### config.mk
export PLATFORM = sky130hd
export DESIGN_NAME = lfu_cache_lru_tiebreak_unit
export DESIGN_NICKNAME = d
export VERILOG_FILES = /design/src/hdl/lfu_pkg.sv /design/src/hdl/lfu_cache_lru_tiebreak_unit.sv /design/src/hdl/lfu_ctrl.sv /design/src/hdl/lfu_datapath.sv
export SDC_FILE = /design/constraint.sdc
export NUM_CORES = 2
export LEC_CHECK = 0
export BUFFER_PORTS_ARGS = -buffer_cell sky130_fd_sc_hd__buf_2
export CORE_MARGIN = 2
export CORE_UTILIZATION = 45
export DETAILED_ROUTE_END_ITERATION = 8
export PLACE_DENSITY = 0.59
export SLEW_MARGIN = 20
export SYNTH_ARGS = -nofsm -noshare
export SYNTH_HDL_FRONTEND = slang
export SYNTH_SLANG_ARGS = --single-unit
### constraint.sdc
create_clock -name clk -period 7.3 [get_ports clk]
set_input_delay 0.73 -clock clk [delete_from_list [all_inputs] [get_ports clk]]
set_output_delay 0.73 -clock clk [all_outputs]
set_load 0.05 [all_outputs]
### src/hdl/lfu_pkg.sv
// Shared types and constants for the LFU cache with LRU tie-break.
package lfu_pkg;

    localparam int CMD_BITS   = 1;
    localparam int VALUE_BITS = 32;
    localparam int CAP_BITS   = 5;
    localparam logic [CAP_BITS-1:0] CAP_RESET = 5'd16;
    localparam logic CMD_GET = 1'b0;
    localparam logic CMD_PUT = 1'b1;

    // Commands from the controller to the datapath.
    typedef struct packed {
        logic scan_start;   // clear scan results, point at entry 0
        logic scan_step;    // examine one entry
        logic commit;       // apply the update found by the scan
    } lfu_cmd_t;

    // Status from the datapath to the controller.
    typedef struct packed {
        logic scan_last;    // the entry examined now is the last one
    } lfu_status_t;

endpackage

### src/hdl/lfu_cache_lru_tiebreak_unit.sv
// Top level of the LFU cache with LRU tie-break.
//
// Usage: each request on the s_axis channel is a get or a put of a key.
// s_axis_tdata carries {value, key, cmd}; m_axis_tdata returns
// {evicted_key, evicted, data, hit} for each request, one result each.
// A request runs from acceptance to result in these steps: the datapath
// examines one entry per cycle for the key match, the least-used oldest
// victim and a free slot, waits until the result register is free, then
// applies the update as it loads the result.
// One request is in work at a time; the next is accepted in the cycle after
// the result is loaded. The result register holds while m_axis_tready is
// low; the update waits until the register is free. Capacity is written
// through cfg_we/cfg_data; the user must write it only while idle, the
// block itself does not enforce this. Above ENTRIES it acts as ENTRIES,
// zero blocks inserts.
// Reset empties the cache and sets capacity to 16.
module lfu_cache_lru_tiebreak_unit #(
    parameter int ENTRIES  = 16,
    parameter int KEY_BITS = 16,
    parameter int USE_BITS = 16
)
(
    input  logic        clk,
    input  logic        rst_n,
    input  logic        s_axis_tvalid,
    output logic        s_axis_tready,
    input  logic [55:0] s_axis_tdata,   // cmd[0], key[16:1], value[48:17]
    output logic        m_axis_tvalid,
    input  logic        m_axis_tready,
    output logic [55:0] m_axis_tdata,   // hit[0], data[32:1], evicted[33], evicted_key[49:34]
    input  logic        cfg_we,
    input  logic [4:0]  cfg_data
);

    logic [lfu_pkg::CAP_BITS-1:0] cap_reg;
    lfu_pkg::lfu_cmd_t    cmd;
    lfu_pkg::lfu_status_t status;
    logic in_fire, load_out, out_free;
    logic res_hit, res_evicted;
    logic [31:0] res_data;
    logic [KEY_BITS-1:0] res_evk;
    logic [55:0] out_reg;
    logic out_valid_reg;

    assign in_fire  = s_axis_tvalid && s_axis_tready;
    assign out_free = !out_valid_reg || m_axis_tready;

    // Capacity register.
    always_ff @(posedge clk or negedge rst_n)
    begin
        if (!rst_n)
            cap_reg <= lfu_pkg::CAP_RESET;
        else if (cfg_we)
            cap_reg <= cfg_data;
    end

    lfu_ctrl u_ctrl (
        .clk      (clk),
        .rst_n    (rst_n),
        .in_fire  (in_fire),
        .out_free (out_free),
        .status   (status),
        .cmd      (cmd),
        .in_ready (s_axis_tready),
        .load_out (load_out)
    );

    lfu_datapath #(
        .ENTRIES  (ENTRIES),
        .KEY_BITS (KEY_BITS),
        .USE_BITS (USE_BITS)
    ) u_dp (
        .clk             (clk),
        .rst_n           (rst_n),
        .cmd             (cmd),
        .status          (status),
        .capacity        (cap_reg),
        .in_put          (s_axis_tdata[0]),
        .in_key          (KEY_BITS'(s_axis_tdata[16:1])),
        .in_value        (s_axis_tdata[48:17]),
        .res_hit         (res_hit),
        .res_data        (res_data),
        .res_evicted     (res_evicted),
        .res_evicted_key (res_evk)
    );

    // Result register.
    always_ff @(posedge clk or negedge rst_n)
    begin
        if (!rst_n)
            out_valid_reg <= 1'b0;
        else if (load_out)
            out_valid_reg <= 1'b1;
        else if (m_axis_tready)
            out_valid_reg <= 1'b0;
    end

    always_ff @(posedge clk)
    begin
        if (load_out)
            out_reg <= {6'd0, 16'(res_evk), res_evicted, res_data, res_hit};
    end

    assign m_axis_tvalid = out_valid_reg;
    assign m_axis_tdata  = out_reg;

endmodule

### src/hdl/lfu_ctrl.sv
// Controller: sequences the scan, the commit and the response of one request.
module lfu_ctrl
(
    input  logic                 clk,
    input  logic                 rst_n,
    input  logic                 in_fire,
    input  logic                 out_free,
    input  lfu_pkg::lfu_status_t status,
    output lfu_pkg::lfu_cmd_t    cmd,
    output logic                 in_ready,
    output logic                 load_out
);

    typedef enum logic [1:0] {S_IDLE, S_SCAN, S_COMMIT, S_WAIT} state_t;

    state_t state_reg, state_next;

    // Next state and command decode.
    always_comb
    begin
        state_next = state_reg;
        cmd        = '0;
        in_ready   = 1'b0;
        load_out   = 1'b0;
        case (state_reg)
            S_IDLE:
            begin
                in_ready = 1'b1;
                if (in_fire)
                begin
                    cmd.scan_start = 1'b1;
                    state_next     = S_SCAN;
                end
            end
            S_SCAN:
            begin
                cmd.scan_step = 1'b1;
                if (status.scan_last)
                    state_next = S_WAIT;
            end
            S_WAIT:
            begin
                if (out_free)
                    state_next = S_COMMIT;
            end
            S_COMMIT:
            begin
                cmd.commit = 1'b1;
                load_out   = 1'b1;
                state_next = S_IDLE;
            end
            default: state_next = S_IDLE;
        endcase
    end

    // State register.
    always_ff @(posedge clk or negedge rst_n)
    begin
        if (!rst_n)
            state_reg <= S_IDLE;
        else
            state_reg <= state_next;
    end

endmodule

### src/hdl/lfu_datapath.sv
// Datapath: entry storage, serial match and victim scan, and the update.
module lfu_datapath #(
    parameter int ENTRIES  = 16,
    parameter int KEY_BITS = 16,
    parameter int USE_BITS = 16
)
(
    input  logic                          clk,
    input  logic                          rst_n,
    input  lfu_pkg::lfu_cmd_t             cmd,
    output lfu_pkg::lfu_status_t          status,
    input  logic [lfu_pkg::CAP_BITS-1:0]  capacity,
    input  logic                          in_put,
    input  logic [KEY_BITS-1:0]           in_key,
    input  logic [lfu_pkg::VALUE_BITS-1:0] in_value,
    output logic                          res_hit,
    output logic [lfu_pkg::VALUE_BITS-1:0] res_data,
    output logic                          res_evicted,
    output logic [KEY_BITS-1:0]           res_evicted_key
);

    localparam int IDX_BITS = (ENTRIES > 1) ? $clog2(ENTRIES) : 1;
    localparam int CNT_BITS = $clog2(ENTRIES + 1);
    localparam logic [USE_BITS-1:0] USE_MAX = '1;
    localparam logic [IDX_BITS-1:0] LAST_IDX = IDX_BITS'(ENTRIES - 1);

    // Entry storage; age 0 is the youngest.
    logic [ENTRIES-1:0]  valid_reg;
    logic [KEY_BITS-1:0] key_reg   [ENTRIES];
    logic [lfu_pkg::VALUE_BITS-1:0] value_reg [ENTRIES];
    logic [USE_BITS-1:0] uses_reg  [ENTRIES];
    logic [IDX_BITS-1:0] age_reg   [ENTRIES];
    logic [CNT_BITS-1:0] fill_reg;

    // Request and scan registers.
    logic                 put_reg;
    logic [KEY_BITS-1:0]  rkey_reg;
    logic [lfu_pkg::VALUE_BITS-1:0] rval_reg;
    logic [IDX_BITS-1:0]  idx_reg;
    logic                 found_reg, vic_ok_reg, free_ok_reg;
    logic [IDX_BITS-1:0]  found_idx_reg, vic_idx_reg, free_idx_reg;

    assign status.scan_last = (idx_reg == LAST_IDX);

    // Serial scan over one entry per cycle.
    always_ff @(posedge clk or negedge rst_n)
    begin
        if (!rst_n)
        begin
            idx_reg     <= '0;
            found_reg   <= 1'b0;
            vic_ok_reg  <= 1'b0;
            free_ok_reg <= 1'b0;
        end
        else if (cmd.scan_start)
        begin
            idx_reg     <= '0;
            found_reg   <= 1'b0;
            vic_ok_reg  <= 1'b0;
            free_ok_reg <= 1'b0;
        end
        else if (cmd.scan_step)
        begin
            if (!status.scan_last)
                idx_reg <= idx_reg + 1'b1;
            if (valid_reg[idx_reg])
            begin
                if (!found_reg && key_reg[idx_reg] == rkey_reg)
                begin
                    found_reg     <= 1'b1;
                    found_idx_reg <= idx_reg;
                end
                if (!vic_ok_reg || uses_reg[idx_reg] < uses_reg[vic_idx_reg] ||
                    (uses_reg[idx_reg] == uses_reg[vic_idx_reg] &&
                     age_reg[idx_reg] > age_reg[vic_idx_reg]))
                begin
                    vic_ok_reg  <= 1'b1;
                    vic_idx_reg <= idx_reg;
                end
            end
            else if (!free_ok_reg)
            begin
                free_ok_reg  <= 1'b1;
                free_idx_reg <= idx_reg;
            end
        end
    end

    // Capture the request.
    always_ff @(posedge clk)
    begin
        if (cmd.scan_start)
        begin
            put_reg  <= in_put;
            rkey_reg <= in_key;
            rval_reg <= in_value;
        end
    end

    // Decision for the commit.
    logic [CNT_BITS-1:0] cap;
    logic                do_evict, do_insert, do_touch;
    logic [IDX_BITS-1:0] slot, touch_age, vic_age;

    always_comb
    begin
        if (32'(capacity) > ENTRIES)
            cap = CNT_BITS'(ENTRIES);
        else
            cap = CNT_BITS'(capacity);
        do_touch  = found_reg && (put_reg == lfu_pkg::CMD_GET || cap != '0);
        do_evict  = put_reg && !found_reg && cap != '0 && fill_reg >= cap && vic_ok_reg;
        do_insert = put_reg && !found_reg && cap != '0 && (do_evict || free_ok_reg);
        slot      = do_evict ? vic_idx_reg : free_idx_reg;
        touch_age = age_reg[found_idx_reg];
        vic_age   = age_reg[vic_idx_reg];
        res_hit         = found_reg;
        res_data        = (found_reg && put_reg == lfu_pkg::CMD_GET) ?
                          value_reg[found_idx_reg] : '0;
        res_evicted     = do_evict;
        res_evicted_key = do_evict ? key_reg[vic_idx_reg] : '0;
    end

    // Apply the update to every entry at once.
    always_ff @(posedge clk or negedge rst_n)
    begin
        if (!rst_n)
        begin
            valid_reg <= '0;
            fill_reg  <= '0;
        end
        else if (cmd.commit)
        begin
            if (do_insert)
            begin
                valid_reg[slot] <= 1'b1;
                if (!do_evict)
                    fill_reg <= fill_reg + 1'b1;
            end
        end
    end

    always_ff @(posedge clk)
    begin
        if (cmd.commit)
        begin
            for (int j = 0; j < ENTRIES; j++)
            begin
                if (do_touch && valid_reg[j])
                begin
                    if (IDX_BITS'(j) == found_idx_reg)
                        age_reg[j] <= '0;
                    else if (age_reg[j] < touch_age)
                        age_reg[j] <= age_reg[j] + 1'b1;
                end
                else if (do_insert && valid_reg[j] && IDX_BITS'(j) != slot)
                begin
                    if (!do_evict || age_reg[j] < vic_age)
                        age_reg[j] <= age_reg[j] + 1'b1;
                end
            end
            if (do_touch)
            begin
                if (uses_reg[found_idx_reg] != USE_MAX)
                    uses_reg[found_idx_reg] <= uses_reg[found_idx_reg] + 1'b1;
                if (put_reg)
                    value_reg[found_idx_reg] <= rval_reg;
            end
            if (do_insert)
            begin
                key_reg[slot]   <= rkey_reg;
                value_reg[slot] <= rval_reg;
                uses_reg[slot]  <= USE_BITS'(1);
                age_reg[slot]   <= '0;
            end
        end
    end

endmodule
======== Word level (Yosys, flattened, before mapping) ========
Memory sizes are Yosys's and may differ from the RTL's. A register that Yosys moved wholly into a read port is not among the register bits.
Cells that the tools add are included.
word-level totals
  flip-flop bits (word level) ............. 99
  memory bits (writable) .................. 1,088
  bits of input ports ..................... 66
  word-level logic and storage cells ...... 573
  memories kept ........................... 4
cells by class
  $add $sub $neg .......................... 19
  magnitude comparators ................... 39
  eq/ne operators ......................... 42
  multiplexer cells ....................... 308
  bitwise gates (word level) .............. 38
  reductions and logical operators ........ 107
memories
  memory          depth  bits a word  rd ports  clocked after memory_dff  wr ports  RTL line            RTL
  u_dp.value_reg  16     32           1         1                         1         lfu_datapath.sv:30  logic [lfu_pkg::VALUE_BITS-1:0] value_reg [ENTRIES];
  u_dp.key_reg    16     16           2         1                         1         lfu_datapath.sv:29  logic [KEY_BITS-1:0] key_reg [ENTRIES];
  u_dp.uses_reg   16     16           3         2                         1         lfu_datapath.sv:31  logic [USE_BITS-1:0] uses_reg [ENTRIES];
  u_dp.age_reg    16     4            19        2                         17        lfu_datapath.sv:32  logic [IDX_BITS-1:0] age_reg [ENTRIES];
operators with widths
  kind                                                         number
  two-way mux 1 bit                                            257
  two-way mux 4 bit                                            42
  less-than comparator 4 bit                                   32
  adder 4 x 1 -> 4 bit (second input constant)                 17
  logical AND 1 bit                                            59
  == test 16 bit                                               2
  == test 4 bit (first input constant)                         8
  two-way mux 32 bit                                           1
  inequality test 4 bit (first input constant)                 8
  bitwise OR 1 bit                                             32
  OR reduction 32 bit                                          1
  logical OR 1 bit                                             21
  adder 16 x 1 -> 16 bit (second input constant)               1
  == test 3 x 4 -> 1 bit (first input constant)                4
  less-than comparator 16 bit                                  1
  two-way mux 16 bit                                           1
  inequality test 16 bit (second input constant)               1
  inequality test 3 x 4 -> 1 bit (first input constant)        4
  bitwise OR 16 bit                                            1
  OR reduction 16 bit                                          1
  AND reduction 5 bit                                          3
  AND reduction 3 bit                                          4
  less-than comparator 4 x 5 -> 1 bit (second input constant)  2
  inequality test 2 bit (second input constant)                5
  other kinds (25)                                             45

======== Depth between registers and ports, before layout ========
  depth after elaboration ................. 15
  depth in mapped cells ................... 18

======== Hierarchy ========
From an unflattened synthesis, not the netlist that was laid out.
second synthesis, totals
  cells, all modules ...................... 3,180
  area, all modules ....................... 58,815.2 sq um
by module, submodules not included
  module                       times used  cells each  area each (sq um)  sequential area each (sq um)
  lfu_datapath                 1           3,098       56,934.6           34,723.3
  lfu_cache_lru_tiebreak_unit  1           71          1,776.7            1,652.8
  lfu_ctrl                     1           11          103.8              50.0

======== Worst setup path after synthesis ========
Ideal clock, no wire load.
  kind .................................... register -> register
  from .................................... reg u_dp.idx_reg[0]
  to ...................................... reg u_dp.vic_idx_reg[0], enable pin
  library setup time ...................... 0.339 ns
  arrival time ............................ 4.559 ns
  required time ........................... 6.961 ns
  slack ................................... 2.401 ns
  cell stages (with the launch flop) ...... 18
  buffers on the path ..................... 6
  clock period less this slack ............ 4.899 ns
  cell sequence ........................... dfrtp_1 -> buf_2 -> buf_6 -> buf_4 -> buf_2 -> buf_1 -> buf_2 -> mux4_2 -> mux4_2 -> ha_1 -> nor2b_1 -> o21a_1 -> o21a_1 -> o21ai_0 -> a31oi_1 -> o211ai_1 -> nand2_1 -> a21oi_1
between the ends
  word-level cells in the longest chain between the ends .. 5
  elaborated cells on any way between the ends .. 11
ends and longest elaborated chain
  element                                                             RTL line                                RTL
  from (decl)                                                         lfu_datapath.sv:39                      logic [IDX_BITS-1:0] idx_reg;
  from (signal assigned)                                              lfu_datapath.sv:65                      idx_reg <= idx_reg + 1'b1;
  memory (16 x 16 bit) / memory (16 x 4 bit) (equally long branches)  -
  less-than comparator 16 bit (tied with other cells)                 lfu_datapath.sv:73                      if (!vic_ok_reg || uses_reg[idx_reg] < uses_reg[vic_idx_reg] ||
  logical OR 1 bit / logical AND 1 bit (equally long branches)        lfu_datapath.sv:73, lfu_datapath.sv:74
  logical OR 1 bit                                                    lfu_datapath.sv:73
  AND reduction 5 bit (no source line) *                              -
  to (signal assigned)                                                lfu_datapath.sv:78                      vic_idx_reg <= idx_reg;
  to (decl)                                                           lfu_datapath.sv:41                      logic [IDX_BITS-1:0] found_idx_reg, vic_idx_reg, free_idx_reg;
Mark *: on every way between the ends. The rest lies on a longest branch, timed or not. The select of a mux whose other input is x is not followed.
A chain may end at the register's enable or synchronous reset.

======== Worst setup path after layout ========
  from .................................... reg cap_reg[4] (netlist bit)
  to ...................................... mem u_dp.uses_reg[6][7], enable pin
between the ends
  word-level cells in the longest chain between the ends .. 13
  elaborated cells on any way between the ends .. 21
ends and longest elaborated chain
  element                                                                                     RTL line                           RTL
  from (decl)                                                                                 lfu_cache_lru_tiebreak_unit.sv:35  logic [lfu_pkg::CAP_BITS-1:0] cap_reg;
  from (signal assigned)                                                                      lfu_cache_lru_tiebreak_unit.sv:52  cap_reg <= lfu_pkg::CAP_RESET;
  from (signal assigned)                                                                      lfu_cache_lru_tiebreak_unit.sv:54  cap_reg <= cfg_data;
  greater-than comparator 5 bit                                                               lfu_datapath.sv:107                if (32'(capacity) > ENTRIES)
  two-way mux 5 bit *                                                                         lfu_datapath.sv:107
  parallel branches: the longest is 11 deep, another holds greater-or-equal comparator 5 bit  -
  to (decl)                                                                                   lfu_datapath.sv:31
Every way passes the cells marked *.

==> metrics.csv <==
metric,value,unit
synth_top_family_by_area,multiplexers,
stdcell_count,5268,
pwr_density_cell,306.6,nW/um2
largest_reg_flops,512,
arrival,6.04,ns
n_fill_cell,10480,
fin_nets,3615,
route.vias.total,34370,
final_hold_viol_count,0,
synth_flop_cell,edfxtp_1,
clock-sinks,1243,
grt_remaining_overflow,0,
numCtsBuffers,136,
ff_latch_area,36460,um2
synth_top_area_share,57.39,%
crit_chain,clkinv_1 > ha_1 > o21a_1 > o21a_1 > nand3_1 > mux2i_1 > nand2_1 > o31a_1 > nor2_4,
r2r_end,u_dp.uses_reg[6][7]$_DFFE_PP_,
diodes,0,
multiInputGateArea,22200,um2
ys.warnings.count,0,
drc,0,
die_x,367.3,um
cts_buffer_depth,3,
cts_setup_buffers,0,
synth.largest_area_cell,edfxtp_1,
drv_cap,0,
crit_top_cell,o21a_1,
setup_tns,0,ns
drtAntennaViolNets,0,
finalWirelength,164000,um
ys_seq_area_share,61.34,%
gp_congestion,0.9450,
synth_edf_count,1135,
grt_first_pass_wirelength,239800,um
grt_start_max_net_pins,133,
synth-compound-area-share,4.216,%
outcome,"complete, no violations",
ir_worst_vdd,279.2,uV
rsz0062_at_grt,no,
slew_headroom,22.82,%
synthXorXnorAreaFrac,0.7964,%
fin_worst_skew,0.03499,ns
clockRootBuffer,clkbuf_16,
grt.total_usage,24.30,%
syn_area,59390,um2
crit_path_end_kind,flip-flop,
postCtsHoldBufs,0,
fmax,177.2,MHz
yosys-top-cells-area,"edfxtp_1 (57%), mux4_2 (23%), ha_1 (2.9%), dfxtp_1 (2.4%), dfrtp_1 (1.5%)",
max_stage_delay,0.97,ns
crit_fanout,25,
synth_cell_type_count,81,
hp-class,primary input to async pin,
vias_per_cell,6.525,
rows,133,
yosys-mux-area-fraction,23.99,%
ys_ff_latch,1243,
tightest_slew,1.158,ns
synthAdderAreaFrac,2.950,%
drt_iter0_markers,3743,
reg2reg_depth,9,
ys_top_cells_by_count,"edfxtp_1 (1135), mux4_2 (599), ha_1 (140)",
cts_tree,yes,
leakagePower,21.98,nW
period_minus_slack,5.643,ns
synthArstFlopShare,2.896,%
final_layout_size_suffix_gt1_share,31.17,%
initial_core_util,45.23,%
core_area,131300,um2
syn_to_final_growth,12.52,%
dieArea,134900,um2
path_clk_slew,0.06,ns
setup_viol,0,
synth-simple-area-share,4.844,%
syn_avg_cell_area,18.23,um2
path_class,flip-flop to flip-flop,
dp.cells,5026,
slew_violations,0,
postSynthCellCount,3258,
crit_path_start_kind,flip-flop,
finalCritPeriodShare,77.31,%
first_pass_iters,6,
yosysMostFrequentCell,edfxtp_1,
antenna_found_initial,2,
pin_count,124,
dp_hpwl,95390,um
die_h,367.3,um
ff2ff_setup_slack,1.66,ns
grt_pass1_vias,35520,
h-tree-depth,4,
post_drt_wl_per_cell,31.12,um
cp_slowest_cell,mux2i_1,
cp.required,7.70,ns
cts.repair.resized,0,
clk_latency,0.79,ns
r2r-start,cap_reg[4]$_DFFE_PN1P_,
numPortBuffers,110,
## cells in the final DEF, fill, tap and decap left out, types with 14 or more instances in the layout
| cell | count |
|---|---|
| nor2_4 | 32 |
| a21oi_1 | 39 |
| o21ai_0 | 36 |
| mux2_2 | 17 |
| xor2_1 | 22 |
| buf_2 | 110 |
| a211oi_1 | 27 |
| ha_1 | 140 |
| clkinv_1 | 26 |
| and3_1 | 17 |
| nor3_1 | 37 |
| edfxtp_1 | 1135 |
| dfxtp_1 | 66 |
| and2_1 | 37 |
| clkbuf_1 | 29 |
| inv_1 | 61 |
| nor2b_1 | 52 |
| a21o_1 | 38 |
| xnor2_1 | 32 |
| nor2_1 | 75 |
| nand4_1 | 43 |
| buf_4 | 84 |
| mux4_2 | 599 |
| dfrtp_1 | 31 |
| o211ai_1 | 35 |
| o31ai_1 | 14 |
| clkbuf_16 | 137 |
| nand2_1 | 97 |
| nand3_1 | 60 |
| nand2b_1 | 37 |
| o21a_1 | 20 |
| o2111ai_1 | 18 |
| mux2i_1 | 49 |
## stage by stage
step	power [W]	hold slack [ns]	area [um2]	worst slack, ns	utilization [%]
finish	0.02049	0.07182	66820	1.657	50.89
global route	0.02127	0.06445	66820	1.352	50.89
CTS	0.02059	0.03711	66820	1.789	50.89
detailed placement	0.01378	0.4688	62400	1.825	47.53
global placement	0.01367	0.4699	62400	1.901	47.52
floorplan	0.01221	0.4344	59410	2.401	-
## how the worst max path moves through the flow
| stage | cells after the start | startpoint | end |
|---|---|---|---|
| floorplan | 17 | u_dp.idx_reg[0]$_DFFE_PN0P_ | u_dp.vic_idx_reg[0]$_DFFE_PP_ |
| global placement | 9 | cap_reg[4]$_DFFE_PN1P_ | u_dp.uses_reg[5][6]$_DFFE_PP_ |
| detailed placement | 9 | cap_reg[4]$_DFFE_PN1P_ | u_dp.uses_reg[5][6]$_DFFE_PP_ |
| CTS | 9 | cap_reg[4]$_DFFE_PN1P_ | u_dp.uses_reg[5][6]$_DFFE_PP_ |
| global route | 9 | cap_reg[4]$_DFFE_PN1P_ | u_dp.uses_reg[6][7]$_DFFE_PP_ |
| finish | 9 | cap_reg[4]$_DFFE_PN1P_ | u_dp.uses_reg[6][7]$_DFFE_PP_ |
## power by group
part	internal, W	leakage (nW)	switching (W)
clock network	0.00388	2.14	0.00294
logic	0.00202	8.55	0.00255
registers	0.00830	11.3	0.000796
## routing by layer
metal  wire length, um  track usage [%]  vias to the layer above
met5                 0                0                        -
met4              5739            9.016                        0
met3             12130            4.582                      389
met2             81420            40.26                     1655
met1             64660            32.07                    18240
li1                  -                -                    14090
## worst max-delay path: cells and delay by family (launching register included)
kind / cells / cell delay, ns
AO/OA/AOI/OAI: 3 / 1.22
adder cells (fa/ha/maj): 1 / 0.40
buffers and inverters: 1 / 0.28
flip-flops: 1 / 0.53
multiplexers: 1 / 0.97
AND/OR/NAND/NOR: 3 / 1.80
## cell families (layout without fill, tap and decap cells)
logic type	Yosys count	after routing
flip-flops	1243	1243
multiplexers	668	668
AND/OR/NAND/NOR	553	553
AO/OA/AOI/OAI	341	341
buffers and inverters	258	508
adder cells (fa/ha/maj)	140	140
XOR/XNOR	54	54
other	1	6
## final cells by class
class,instances,area share (%)
clock buffer,171,5.396
clock inverter,71,1.211
inverter,66,0.3764
multi-input combinational,1762,33.23
sequential,1243,54.56
tap,1755,3.286
timing repair buffer,200,1.947
Note: power is estimated with default switching activity, not from simulation.
